`config.mk`:
```
export PLATFORM = sky130hd
export DESIGN_NAME = led_matrix_text_framebuffer_scan_unit
export DESIGN_NICKNAME = d
export VERILOG_FILES = /design/src/rtl/lmtf_pkg.sv /design/src/rtl/led_matrix_text_framebuffer_scan_unit.sv /design/src/rtl/lmtf_frame_store.sv /design/src/rtl/lmtf_draw_unit.sv
export SDC_FILE = /design/constraint.sdc
export NUM_CORES = 2
export LEC_CHECK = 0
export ABC_AREA = 1
export BUFFER_PORTS_ARGS = -buffer_cell sky130_fd_sc_hd__buf_2
export CORE_ASPECT_RATIO = 1.4
export CORE_MARGIN = 3
export CORE_UTILIZATION = 30
export DETAILED_ROUTE_END_ITERATION = 6
export HOLD_SLACK_MARGIN = 0.1
export RECOVER_POWER = 25
export SYNTH_ARGS = -nofsm -noshare
export SYNTH_HDL_FRONTEND = slang
export SYNTH_SLANG_ARGS = --single-unit
```
`constraint.sdc`:
```
create_clock -name clock -period 7.4 [get_ports clock]
set_input_delay 0.74 -clock clock [delete_from_list [all_inputs] [get_ports clock]]
set_output_delay 0.74 -clock clock [all_outputs]
set_load 0.01 [all_outputs]
```
`src/rtl/lmtf_pkg.sv`:
```
package lmtf_pkg;

   localparam int NUM_COLUMNS = 56;
   localparam int COL_W       = (NUM_COLUMNS > 1) ? $clog2(NUM_COLUMNS) : 1;
   localparam int NUM_ROWS    = 8;
   localparam int ROW_BITS_W  = 56;

   typedef enum logic [1:0] {
      KIND_FILL = 2'd0,
      KIND_DRAW = 2'd1,
      KIND_SCAN = 2'd2,
      KIND_NONE = 2'd3
   } kind_type;

   typedef enum logic [1:0] {
      OP_CLEAR   = 2'd0,
      OP_OR      = 2'd1,
      OP_XOR     = 2'd2,
      OP_REPLACE = 2'd3
   } draw_op_type;

   typedef enum logic {
      DRAW_IDLE = 1'b0,
      DRAW_RUN  = 1'b1
   } draw_state_type;

   typedef struct packed {
      logic             en;
      logic [COL_W-1:0] col;
      logic [7:0]       data;
   } col_wr_type;

   typedef struct packed {
      logic       fill_en;
      logic [7:0] fill_value;
      col_wr_type wr;
   } store_cmd_type;

   typedef logic [7:0] font_entry_type [8];

   // width, then up to seven column patterns, bit 0 = top row
   localparam font_entry_type FONT_ROM [64] = '{
      '{8'd4, 8'd0, 8'd0, 8'd0, 8'd0, 8'd0, 8'd0, 8'd0},
      '{8'd5, 8'd0, 8'd0, 8'd95, 8'd0, 8'd0, 8'd0, 8'd0},
      '{8'd5, 8'd0, 8'd7, 8'd0, 8'd7, 8'd0, 8'd0, 8'd0},
      '{8'd5, 8'd20, 8'd127, 8'd20, 8'd127, 8'd20, 8'd0, 8'd0},
      '{8'd5, 8'd4, 8'd42, 8'd107, 8'd42, 8'd16, 8'd0, 8'd0},
      '{8'd5, 8'd35, 8'd19, 8'd8, 8'd100, 8'd98, 8'd0, 8'd0},
      '{8'd5, 8'd54, 8'd73, 8'd85, 8'd34, 8'd80, 8'd0, 8'd0},
      '{8'd4, 8'd0, 8'd5, 8'd3, 8'd0, 8'd0, 8'd0, 8'd0},
      '{8'd5, 8'd0, 8'd28, 8'd34, 8'd65, 8'd0, 8'd0, 8'd0},
      '{8'd5, 8'd0, 8'd65, 8'd34, 8'd28, 8'd0, 8'd0, 8'd0},
      '{8'd5, 8'd20, 8'd8, 8'd62, 8'd8, 8'd20, 8'd0, 8'd0},
      '{8'd5, 8'd8, 8'd8, 8'd62, 8'd8, 8'd8, 8'd0, 8'd0},
      '{8'd4, 8'd0, 8'd80, 8'd48, 8'd0, 8'd0, 8'd0, 8'd0},
      '{8'd5, 8'd8, 8'd8, 8'd8, 8'd8, 8'd8, 8'd0, 8'd0},
      '{8'd4, 8'd0, 8'd96, 8'd96, 8'd0, 8'd0, 8'd0, 8'd0},
      '{8'd5, 8'd16, 8'd8, 8'd4, 8'd2, 8'd1, 8'd0, 8'd0},
      '{8'd5, 8'd62, 8'd65, 8'd65, 8'd65, 8'd62, 8'd0, 8'd0},
      '{8'd3, 8'd66, 8'd127, 8'd64, 8'd0, 8'd0, 8'd0, 8'd0},
      '{8'd5, 8'd66, 8'd97, 8'd81, 8'd73, 8'd70, 8'd0, 8'd0},
      '{8'd5, 8'd34, 8'd65, 8'd73, 8'd73, 8'd54, 8'd0, 8'd0},
      '{8'd5, 8'd24, 8'd20, 8'd18, 8'd127, 8'd16, 8'd0, 8'd0},
      '{8'd5, 8'd39, 8'd69, 8'd69, 8'd69, 8'd57, 8'd0, 8'd0},
      '{8'd5, 8'd60, 8'd74, 8'd73, 8'd73, 8'd48, 8'd0, 8'd0},
      '{8'd5, 8'd1, 8'd113, 8'd9, 8'd5, 8'd3, 8'd0, 8'd0},
      '{8'd5, 8'd54, 8'd73, 8'd73, 8'd73, 8'd54, 8'd0, 8'd0},
      '{8'd5, 8'd6, 8'd73, 8'd73, 8'd41, 8'd30, 8'd0, 8'd0},
      '{8'd5, 8'd54, 8'd54, 8'd0, 8'd0, 8'd0, 8'd0, 8'd0},
      '{8'd5, 8'd86, 8'd54, 8'd0, 8'd0, 8'd0, 8'd0, 8'd0},
      '{8'd5, 8'd8, 8'd20, 8'd34, 8'd65, 8'd0, 8'd0, 8'd0},
      '{8'd5, 8'd20, 8'd20, 8'd20, 8'd20, 8'd20, 8'd0, 8'd0},
      '{8'd5, 8'd65, 8'd34, 8'd20, 8'd8, 8'd0, 8'd0, 8'd0},
      '{8'd5, 8'd2, 8'd1, 8'd81, 8'd9, 8'd6, 8'd0, 8'd0},
      '{8'd5, 8'd62, 8'd65, 8'd93, 8'd85, 8'd30, 8'd0, 8'd0},
      '{8'd5, 8'd126, 8'd17, 8'd17, 8'd17, 8'd126, 8'd0, 8'd0},
      '{8'd5, 8'd127, 8'd73, 8'd73, 8'd73, 8'd54, 8'd0, 8'd0},
      '{8'd5, 8'd62, 8'd65, 8'd65, 8'd65, 8'd34, 8'd0, 8'd0},
      '{8'd5, 8'd127, 8'd65, 8'd65, 8'd34, 8'd28, 8'd0, 8'd0},
      '{8'd5, 8'd127, 8'd73, 8'd73, 8'd73, 8'd65, 8'd0, 8'd0},
      '{8'd5, 8'd127, 8'd9, 8'd9, 8'd9, 8'd1, 8'd0, 8'd0},
      '{8'd5, 8'd62, 8'd65, 8'd73, 8'd73, 8'd122, 8'd0, 8'd0},
      '{8'd5, 8'd127, 8'd8, 8'd8, 8'd8, 8'd127, 8'd0, 8'd0},
      '{8'd3, 8'd65, 8'd127, 8'd65, 8'd0, 8'd0, 8'd0, 8'd0},
      '{8'd5, 8'd32, 8'd64, 8'd65, 8'd63, 8'd1, 8'd0, 8'd0},
      '{8'd5, 8'd127, 8'd8, 8'd20, 8'd34, 8'd65, 8'd0, 8'd0},
      '{8'd5, 8'd127, 8'd64, 8'd64, 8'd64, 8'd64, 8'd0, 8'd0},
      '{8'd5, 8'd127, 8'd2, 8'd12, 8'd2, 8'd127, 8'd0, 8'd0},
      '{8'd5, 8'd127, 8'd4, 8'd8, 8'd16, 8'd127, 8'd0, 8'd0},
      '{8'd5, 8'd62, 8'd65, 8'd65, 8'd65, 8'd62, 8'd0, 8'd0},
      '{8'd5, 8'd127, 8'd9, 8'd9, 8'd9, 8'd6, 8'd0, 8'd0},
      '{8'd5, 8'd62, 8'd65, 8'd81, 8'd33, 8'd94, 8'd0, 8'd0},
      '{8'd5, 8'd127, 8'd9, 8'd25, 8'd41, 8'd70, 8'd0, 8'd0},
      '{8'd5, 8'd70, 8'd73, 8'd73, 8'd73, 8'd49, 8'd0, 8'd0},
      '{8'd5, 8'd1, 8'd1, 8'd127, 8'd1, 8'd1, 8'd0, 8'd0},
      '{8'd5, 8'd63, 8'd64, 8'd64, 8'd64, 8'd63, 8'd0, 8'd0},
      '{8'd5, 8'd31, 8'd32, 8'd64, 8'd32, 8'd31, 8'd0, 8'd0},
      '{8'd5, 8'd63, 8'd64, 8'd48, 8'd64, 8'd63, 8'd0, 8'd0},
      '{8'd5, 8'd99, 8'd20, 8'd8, 8'd20, 8'd99, 8'd0, 8'd0},
      '{8'd5, 8'd7, 8'd8, 8'd112, 8'd8, 8'd7, 8'd0, 8'd0},
      '{8'd5, 8'd97, 8'd81, 8'd73, 8'd69, 8'd67, 8'd0, 8'd0},
      '{8'd2, 8'd127, 8'd127, 8'd0, 8'd0, 8'd0, 8'd0, 8'd0},
      '{8'd6, 8'd124, 8'd126, 8'd27, 8'd27, 8'd126, 8'd124, 8'd0},
      '{8'd6, 8'd124, 8'd126, 8'd27, 8'd27, 8'd126, 8'd124, 8'd0},
      '{8'd7, 8'd127, 8'd127, 8'd6, 8'd12, 8'd24, 8'd63, 8'd127},
      '{8'd7, 8'd62, 8'd73, 8'd85, 8'd81, 8'd85, 8'd73, 8'd62}
   };

endpackage

```
`src/rtl/led_matrix_text_framebuffer_scan_unit.sv`:
```
// LED dot-matrix text frame buffer with row scan, 8 rows by NUM_COLUMNS.
// Request channel (req_*): one beat per item. Fill writes req_fill_value to
// every column; draw combines font glyph req_glyph at req_column (or at the
// text cursor when req_continue_text) using req_draw_op, then moves the
// cursor on by glyph width plus char_spacing, saturating at +127; scan
// returns one row on the response channel (rsp_*).
// Timing: a draw walks the glyph one column a cycle through a single
// position/raster-op unit, so it holds req_ready low after acceptance until
// its last column is written. A scan response is registered and appears the
// cycle after the request beat.
// Stall: the response register holds until rsp_ready; while it is full and
// not being taken, req_ready is low, so no beat is ever dropped.
// CSR channel (csr_*): writes char_spacing (reset value 1); always ready,
// write only while no item is in flight.
// Reset: synchronous; clears the frame store, scan row, cursor and the
// response valid flag.
module led_matrix_text_framebuffer_scan_unit (
   input  logic                  clock,
   input  logic                  reset,
   input  logic                  csr_valid,
   output logic                  csr_ready,
   input  logic [2:0]            csr_wdata,
   input  logic                  req_valid,
   output logic                  req_ready,
   input  logic [1:0]            req_kind,
   input  logic [7:0]            req_fill_value,
   input  logic [5:0]            req_glyph,
   input  logic signed [7:0]     req_column,
   input  logic                  req_continue_text,
   input  logic [1:0]            req_draw_op,
   output logic                  rsp_valid,
   input  logic                  rsp_ready,
   output logic [2:0]            rsp_row,
   output logic [55:0]           rsp_row_bits,
   output logic                  rsp_frame_done
);

   localparam int WIDE_W = (lmtf_pkg::NUM_COLUMNS > lmtf_pkg::ROW_BITS_W) ?
                           lmtf_pkg::NUM_COLUMNS : lmtf_pkg::ROW_BITS_W;

   logic [2:0]        spacing_ff,   spacing_in;
   logic [2:0]        scan_row_ff,  scan_row_in;
   logic signed [7:0] cursor_ff,    cursor_in;
   logic              rsp_valid_ff, rsp_valid_in;
   logic [2:0]        rsp_row_ff,   rsp_row_in;
   logic [55:0]       rsp_bits_ff,  rsp_bits_in;

   logic                              busy;
   logic                              req_beat;
   logic                              draw_start;
   logic [lmtf_pkg::COL_W-1:0]        rd_col;
   logic [7:0]                        rd_data;
   logic [lmtf_pkg::NUM_COLUMNS-1:0]  scan_bits;
   logic [WIDE_W-1:0]                 scan_wide;
   lmtf_pkg::col_wr_type              wr;
   lmtf_pkg::store_cmd_type           cmd;
   logic                              cursor_we;
   logic signed [7:0]                 cursor_value;

   assign csr_ready = 1'b1;
   assign req_ready = !busy && (!rsp_valid_ff || rsp_ready);
   assign req_beat  = req_valid && req_ready;
   assign draw_start = req_beat && (req_kind == lmtf_pkg::KIND_DRAW);

   always_comb begin
      cmd.fill_en    = req_beat && (req_kind == lmtf_pkg::KIND_FILL);
      cmd.fill_value = req_fill_value;
      cmd.wr         = wr;
   end

   lmtf_frame_store u_store (
      .clock     (clock),
      .reset     (reset),
      .cmd       (cmd),
      .rd_col    (rd_col),
      .rd_data   (rd_data),
      .scan_row  (scan_row_ff),
      .scan_bits (scan_bits)
   );

   lmtf_draw_unit u_draw (
      .clock        (clock),
      .reset        (reset),
      .start        (draw_start),
      .glyph        (req_glyph),
      .start_col    (req_continue_text ? cursor_ff : req_column),
      .draw_op      (req_draw_op),
      .char_spacing (spacing_ff),
      .busy         (busy),
      .rd_col       (rd_col),
      .rd_data      (rd_data),
      .wr           (wr),
      .cursor_we    (cursor_we),
      .cursor_value (cursor_value)
   );

   assign scan_wide = WIDE_W'(scan_bits);

   always_comb begin
      spacing_in   = csr_valid ? csr_wdata : spacing_ff;
      cursor_in    = cursor_we ? cursor_value : cursor_ff;
      scan_row_in  = scan_row_ff;
      rsp_valid_in = rsp_valid_ff && !rsp_ready;
      rsp_row_in   = rsp_row_ff;
      rsp_bits_in  = rsp_bits_ff;
      if (req_beat && req_kind == lmtf_pkg::KIND_SCAN) begin
         rsp_valid_in = 1'b1;
         rsp_row_in   = scan_row_ff;
         rsp_bits_in  = scan_wide[55:0];
         scan_row_in  = 3'(scan_row_ff + 3'd1);
      end
   end

   always_ff @(posedge clock) begin
      if (reset) begin
         spacing_ff   <= 3'd1;
         scan_row_ff  <= 3'd0;
         cursor_ff    <= 8'sd0;
         rsp_valid_ff <= 1'b0;
      end else begin
         spacing_ff   <= spacing_in;
         scan_row_ff  <= scan_row_in;
         cursor_ff    <= cursor_in;
         rsp_valid_ff <= rsp_valid_in;
      end
   end

   always_ff @(posedge clock) begin
      rsp_row_ff  <= rsp_row_in;
      rsp_bits_ff <= rsp_bits_in;
   end

   assign rsp_valid      = rsp_valid_ff;
   assign rsp_row        = rsp_row_ff;
   assign rsp_row_bits   = rsp_bits_ff;
   assign rsp_frame_done = (rsp_row_ff == 3'd7);

endmodule

```
`src/rtl/lmtf_frame_store.sv`:
```
module lmtf_frame_store (
   input  logic                                 clock,
   input  logic                                 reset,
   input  lmtf_pkg::store_cmd_type              cmd,
   input  logic [lmtf_pkg::COL_W-1:0]           rd_col,
   output logic [7:0]                           rd_data,
   input  logic [2:0]                           scan_row,
   output logic [lmtf_pkg::NUM_COLUMNS-1:0]     scan_bits
);

   // row-major: one register per matrix row, one bit per column
   logic [lmtf_pkg::NUM_COLUMNS-1:0] row_ff [lmtf_pkg::NUM_ROWS];

   always_ff @(posedge clock) begin
      if (reset) begin
         for (int r = 0; r < lmtf_pkg::NUM_ROWS; r++) begin
            row_ff[r] <= '0;
         end
      end else if (cmd.fill_en) begin
         for (int r = 0; r < lmtf_pkg::NUM_ROWS; r++) begin
            row_ff[r] <= {lmtf_pkg::NUM_COLUMNS{cmd.fill_value[r]}};
         end
      end else if (cmd.wr.en) begin
         for (int r = 0; r < lmtf_pkg::NUM_ROWS; r++) begin
            row_ff[r][cmd.wr.col] <= cmd.wr.data[r];
         end
      end
   end

   always_comb begin
      for (int r = 0; r < lmtf_pkg::NUM_ROWS; r++) begin
         rd_data[r] = row_ff[r][rd_col];
      end
   end

   assign scan_bits = row_ff[scan_row];

endmodule

```
`src/rtl/lmtf_draw_unit.sv`:
```
module lmtf_draw_unit (
   input  logic                          clock,
   input  logic                          reset,
   input  logic                          start,
   input  logic [5:0]                    glyph,
   input  logic signed [7:0]             start_col,
   input  logic [1:0]                    draw_op,
   input  logic [2:0]                    char_spacing,
   output logic                          busy,
   output logic [lmtf_pkg::COL_W-1:0]    rd_col,
   input  logic [7:0]                    rd_data,
   output lmtf_pkg::col_wr_type          wr,
   output logic                          cursor_we,
   output logic signed [7:0]             cursor_value
);

   lmtf_pkg::draw_state_type state_ff, state_in;
   logic [5:0]        glyph_ff,  glyph_in;
   logic signed [7:0] start_ff,  start_in;
   logic [1:0]        op_ff,     op_in;
   logic [2:0]        idx_ff,    idx_in;

   logic [2:0] width;
   logic [7:0] pat;
   logic [8:0] pos;
   logic       in_range;
   logic       last;
   logic [9:0] next_pos;
   logic [7:0] new_col;

   always_ff @(posedge clock) begin
      if (reset) begin
         state_ff <= lmtf_pkg::DRAW_IDLE;
      end else begin
         state_ff <= state_in;
      end
   end

   always_ff @(posedge clock) begin
      glyph_ff <= glyph_in;
      start_ff <= start_in;
      op_ff    <= op_in;
      idx_ff   <= idx_in;
   end

   // shared column step: position add, range check, raster op
   always_comb begin
      width    = lmtf_pkg::FONT_ROM[glyph_ff][0][2:0];
      pat      = lmtf_pkg::FONT_ROM[glyph_ff][3'(idx_ff + 3'd1)];
      pos      = {start_ff[7], start_ff} + {6'b0, idx_ff};
      in_range = !pos[8] && (pos < 9'(lmtf_pkg::NUM_COLUMNS));
      rd_col   = pos[lmtf_pkg::COL_W-1:0];
      last     = (idx_ff == 3'(width - 3'd1));
      next_pos = {{2{start_ff[7]}}, start_ff} + {7'b0, width} + {7'b0, char_spacing};

      case (lmtf_pkg::draw_op_type'(op_ff))
         lmtf_pkg::OP_CLEAR: new_col = rd_data & ~pat;
         lmtf_pkg::OP_OR:    new_col = rd_data | pat;
         lmtf_pkg::OP_XOR:   new_col = rd_data ^ pat;
         default:            new_col = pat;
      endcase
   end

   always_comb begin
      state_in     = state_ff;
      glyph_in     = glyph_ff;
      start_in     = start_ff;
      op_in        = op_ff;
      idx_in       = idx_ff;
      busy         = 1'b0;
      wr.en        = 1'b0;
      wr.col       = rd_col;
      wr.data      = new_col;
      cursor_we    = 1'b0;
      cursor_value = (!next_pos[9] && next_pos[8:7] != 2'b00) ? 8'sd127
                                                             : next_pos[7:0];

      case (state_ff)
         lmtf_pkg::DRAW_IDLE: begin
            if (start) begin
               glyph_in = glyph;
               start_in = start_col;
               op_in    = draw_op;
               idx_in   = 3'd0;
               state_in = lmtf_pkg::DRAW_RUN;
            end
         end
         lmtf_pkg::DRAW_RUN: begin
            busy   = 1'b1;
            wr.en  = in_range;
            idx_in = 3'(idx_ff + 3'd1);
            if (last) begin
               cursor_we = 1'b1;
               state_in  = lmtf_pkg::DRAW_IDLE;
            end
         end
         default: begin
            state_in = lmtf_pkg::DRAW_IDLE;
         end
      endcase
   end

endmodule

```
==> results.json <==
{
  "dieWidth_um": 293.1,
  "violations": "design-rule violations, max-capacitance violations, max-slew violations",
  "worstMarginPinSlew_ns": 3.620,
  "grtUsageTotal_pct": 24.58,
  "status": "finished with violations",
  "syn2layout_area_growth_pct": 10.01,
  "tns_ns": 0,
  "synth_compound_area_share_pct": 13.35,
  "dp.cells": 5802,
  "top_level_ports": 98,
  "synth_ff_type": "edfxtp_1",
  "clock.fmax_mhz": 151.7,
  "drive_gt1_share_pct": 7.704,
  "synthAdderAreaFrac_pct": 1.872,
  "drv_cap": 8,
  "vias": 34298,
  "first_global_vias": 32951,
  "drc_errors": 5,
  "antenna_cells": 0,
  "wl_per_cell_um": 25.99,
  "die_y_um": 407.9,
  "synth_commonest_cells": "1334 x nand2_1, 526 x edfxtp_1, 506 x nor2_1",
  "start_kind": "flop",
  "synth_simple_gate_area_share_pct": 30.11,
  "synth_xor_area_share_pct": 0.5132,
  "drtAntennaViolNets": 0,
  "grt_pass1_wl_um": 221000,
  "critPathKind": "reg2reg",
  "path_clk_slew_ns": 0.06,
  "cp.arrival_ns": 7.10,
  "finalCritPeriodShare_pct": 89.10,
  "ys_seq_elements": 542,
  "post_cts_buffers": 0,
  "via_per_inst": 5.807,
  "cts_sinks": 542,
  "num_rows": 146,
  "grt_max_degree": 164,
  "stdcell_count": 5906,
  "power_density_nw_per_um2": 222.3,
  "async_flop_share_pct": 0,
  "start_util_pct": 30.42,
  "antenna_found_initial": 4,
  "cts_buffer_depth": 3,
  "hpwl_um": 98470,
  "synthDistinctLibCells": 57,
  "synthTopCellsByArea": "edfxtp_1 46%, nand2_1 14%, nand3_1 5.9%",
  "die_area_um2": 119600,
  "synth_cells": 4478,
  "cts_buffers": 56,
  "htreeDepth": 2,
  "drtIter0Drc": 4193,
  "synth_top_family_by_area": "simple AND/OR/NAND/NOR gates",
  "min_period_ns": 6.594,
  "yosysTopAreaCell": "edfxtp_1",
  "syn-cell-area_um2": 34620,
  "rsz0062_at_grt": "no",
  "cp_max_fo": 40,
  "root_buffer": "clkbuf_16",
  "fin_skew_ns": 0.02792,
  "final_area_um2": 38090,
  "cellLeakagePower_nw": 16.56,
  "synth_top_area_share_pct": 45.63,
  "routed_wl_um": 153500,
  "synth_edf_count": 526,
  "yosysMostFrequentCell": "nand2_1",
  "yosys_warnings": 0,
  "place_area_um2": 36370,
  "core_um2": 113800,
  "synthMuxAreaShare_pct": 0.2602,
  "avgSynthCellArea_um2": 7.731,
  "layout.nets": 4465,
  "io_buffers": 96,
  "peakVddDrop_mv": 0.2274,
  "post_cts_resized": 0,
  "hold_viol": 0,
  "timing.final.max_slew_violations": 383,
  "max_slew_margin_pct": -141.4,
  "syn-num-nets": 4563,
  "cts-hold-fix-buffers": 0,
  "cp-end-kind": "flop",
  "cts_tree": "built",
  "cp.required_ns": 7.91,
  "hp-class": "in2reg",
  "ys_seq_area_share_pct": 46.55,
  "first_pass_iters": 7,
  "whs_ns": 0.2742,
  "clock_latency_ns": 0.66,
  "setup_viol": 0,
  "gp_congestion": 0.9755,
  "fillers": 11994,
  "overflow": 0
}
[path summary, 6_finish.rpt]
kind	from	to	slack [ns]	depth (start not counted)
worst min-delay path	req_glyph[1]	u_draw.glyph_ff[1]	0.27	1
worst max-delay path	u_draw.idx_ff[0]	u_store.row_ff[5][48]	0.81	18
worst max register to register	u_draw.idx_ff[0]	u_store.row_ff[5][48]	0.81	18
worst min register to register	spacing_ff[0]	spacing_ff[0]	0.48	2
[routing by layer]
metal  GRT usage (%)  up-vias  routed length (um)
met5               0        -                  24
met1           29.21    16094               53710
met2           40.10     2453               70010
met3           3.585      707               15730
li1                -    15040                   -
met4           18.66        4               14000
[metrics by stage]
step / power [mW] / worst slack, ns / utilization (%)
floorplan: 4.675 / 1.044 / -
global placement: 5.365 / 1.640 / 31.96
detailed placement: 5.377 / 1.530 / 31.96
CTS: 8.413 / 1.519 / 33.65
global route: 8.665 / 0.5991 / 33.47
finish: 8.465 / 0.8062 / 33.47
[state kept, by name, summed over array words and instances (netlist names)]
signal,flops
cursor_ff,8
rsp_row,3
rsp_row_bits,56
rsp_valid,1
scan_row_ff,3
spacing_ff,3
u_draw.glyph_ff,6
u_draw.idx_ff,3
u_draw.op_ff,2
u_draw.start_ff,8
u_draw.state_ff,1
u_store.row_ff,448
[report_power, final]
part	total [mW]	switching (mW)	internal (mW)
registers	3.72	0.132	3.59
clock network	3.08	1.34	1.75
logic	1.66	1.26	0.401
total	8.47	2.73	5.74
[cells by family (layout without fill, tap and decap cells)]
family / count (synthesis) / after routing
xor gates and xnor gates: 16 / 16
other: 1 / 1
DFF: 542 / 542
buffers and inverters: 605 / 553
adders and majority gates: 50 / 50
and+or+nand+nor: 2434 / 2434
AOI/OAI and AO/OA: 822 / 822
muxes: 8 / 8
[placed cells by master, fill, tap and decap left out, types with 33 or more instances in the layout]
cell	n
nand3b_1	81
buf_4	75
inv_2	38
a21oi_1	157
ha_1	47
clkbuf_1	78
o21ai_0	350
nand2_1	1325
edfxtp_1	526
nor2_1	506
o31ai_1	33
clkbuf_16	56
nand3_1	398
o22ai_1	166
inv_1	214
a31oi_1	60
[layout make-up]
type / count / area [um2] / area share [%]
flip-flops and latches: 542 / 16120 / 42.33
repair buffers: 185 / 1145 / 3.006
clock inverters: 41 / 501.7 / 1.317
well taps: 1480 / 1852 / 4.862
clock buffers: 63 / 1428 / 3.748
multi-input cells: 3331 / 16040 / 42.11
inverters: 264 / 1002 / 2.631
[worst max-delay path: stages, from the launching register on]
cell,delay (ns)
edfxtp_1,0.35
buf_4,0.21
ha_1,0.86
buf_4,0.65
nand3_2,0.64
buf_4,0.44
o22ai_1,0.18
nor2_1,0.07
a21oi_1,0.51
nor2b_1,0.20
nand2_1,0.10
nor2_1,0.05
ha_1,0.28
o22ai_1,0.18
a21oi_1,0.07
nand2_2,0.91
buf_4,0.51
nand2_1,0.09
nand2_1,0.08
(Power assumes the default switching activity.)
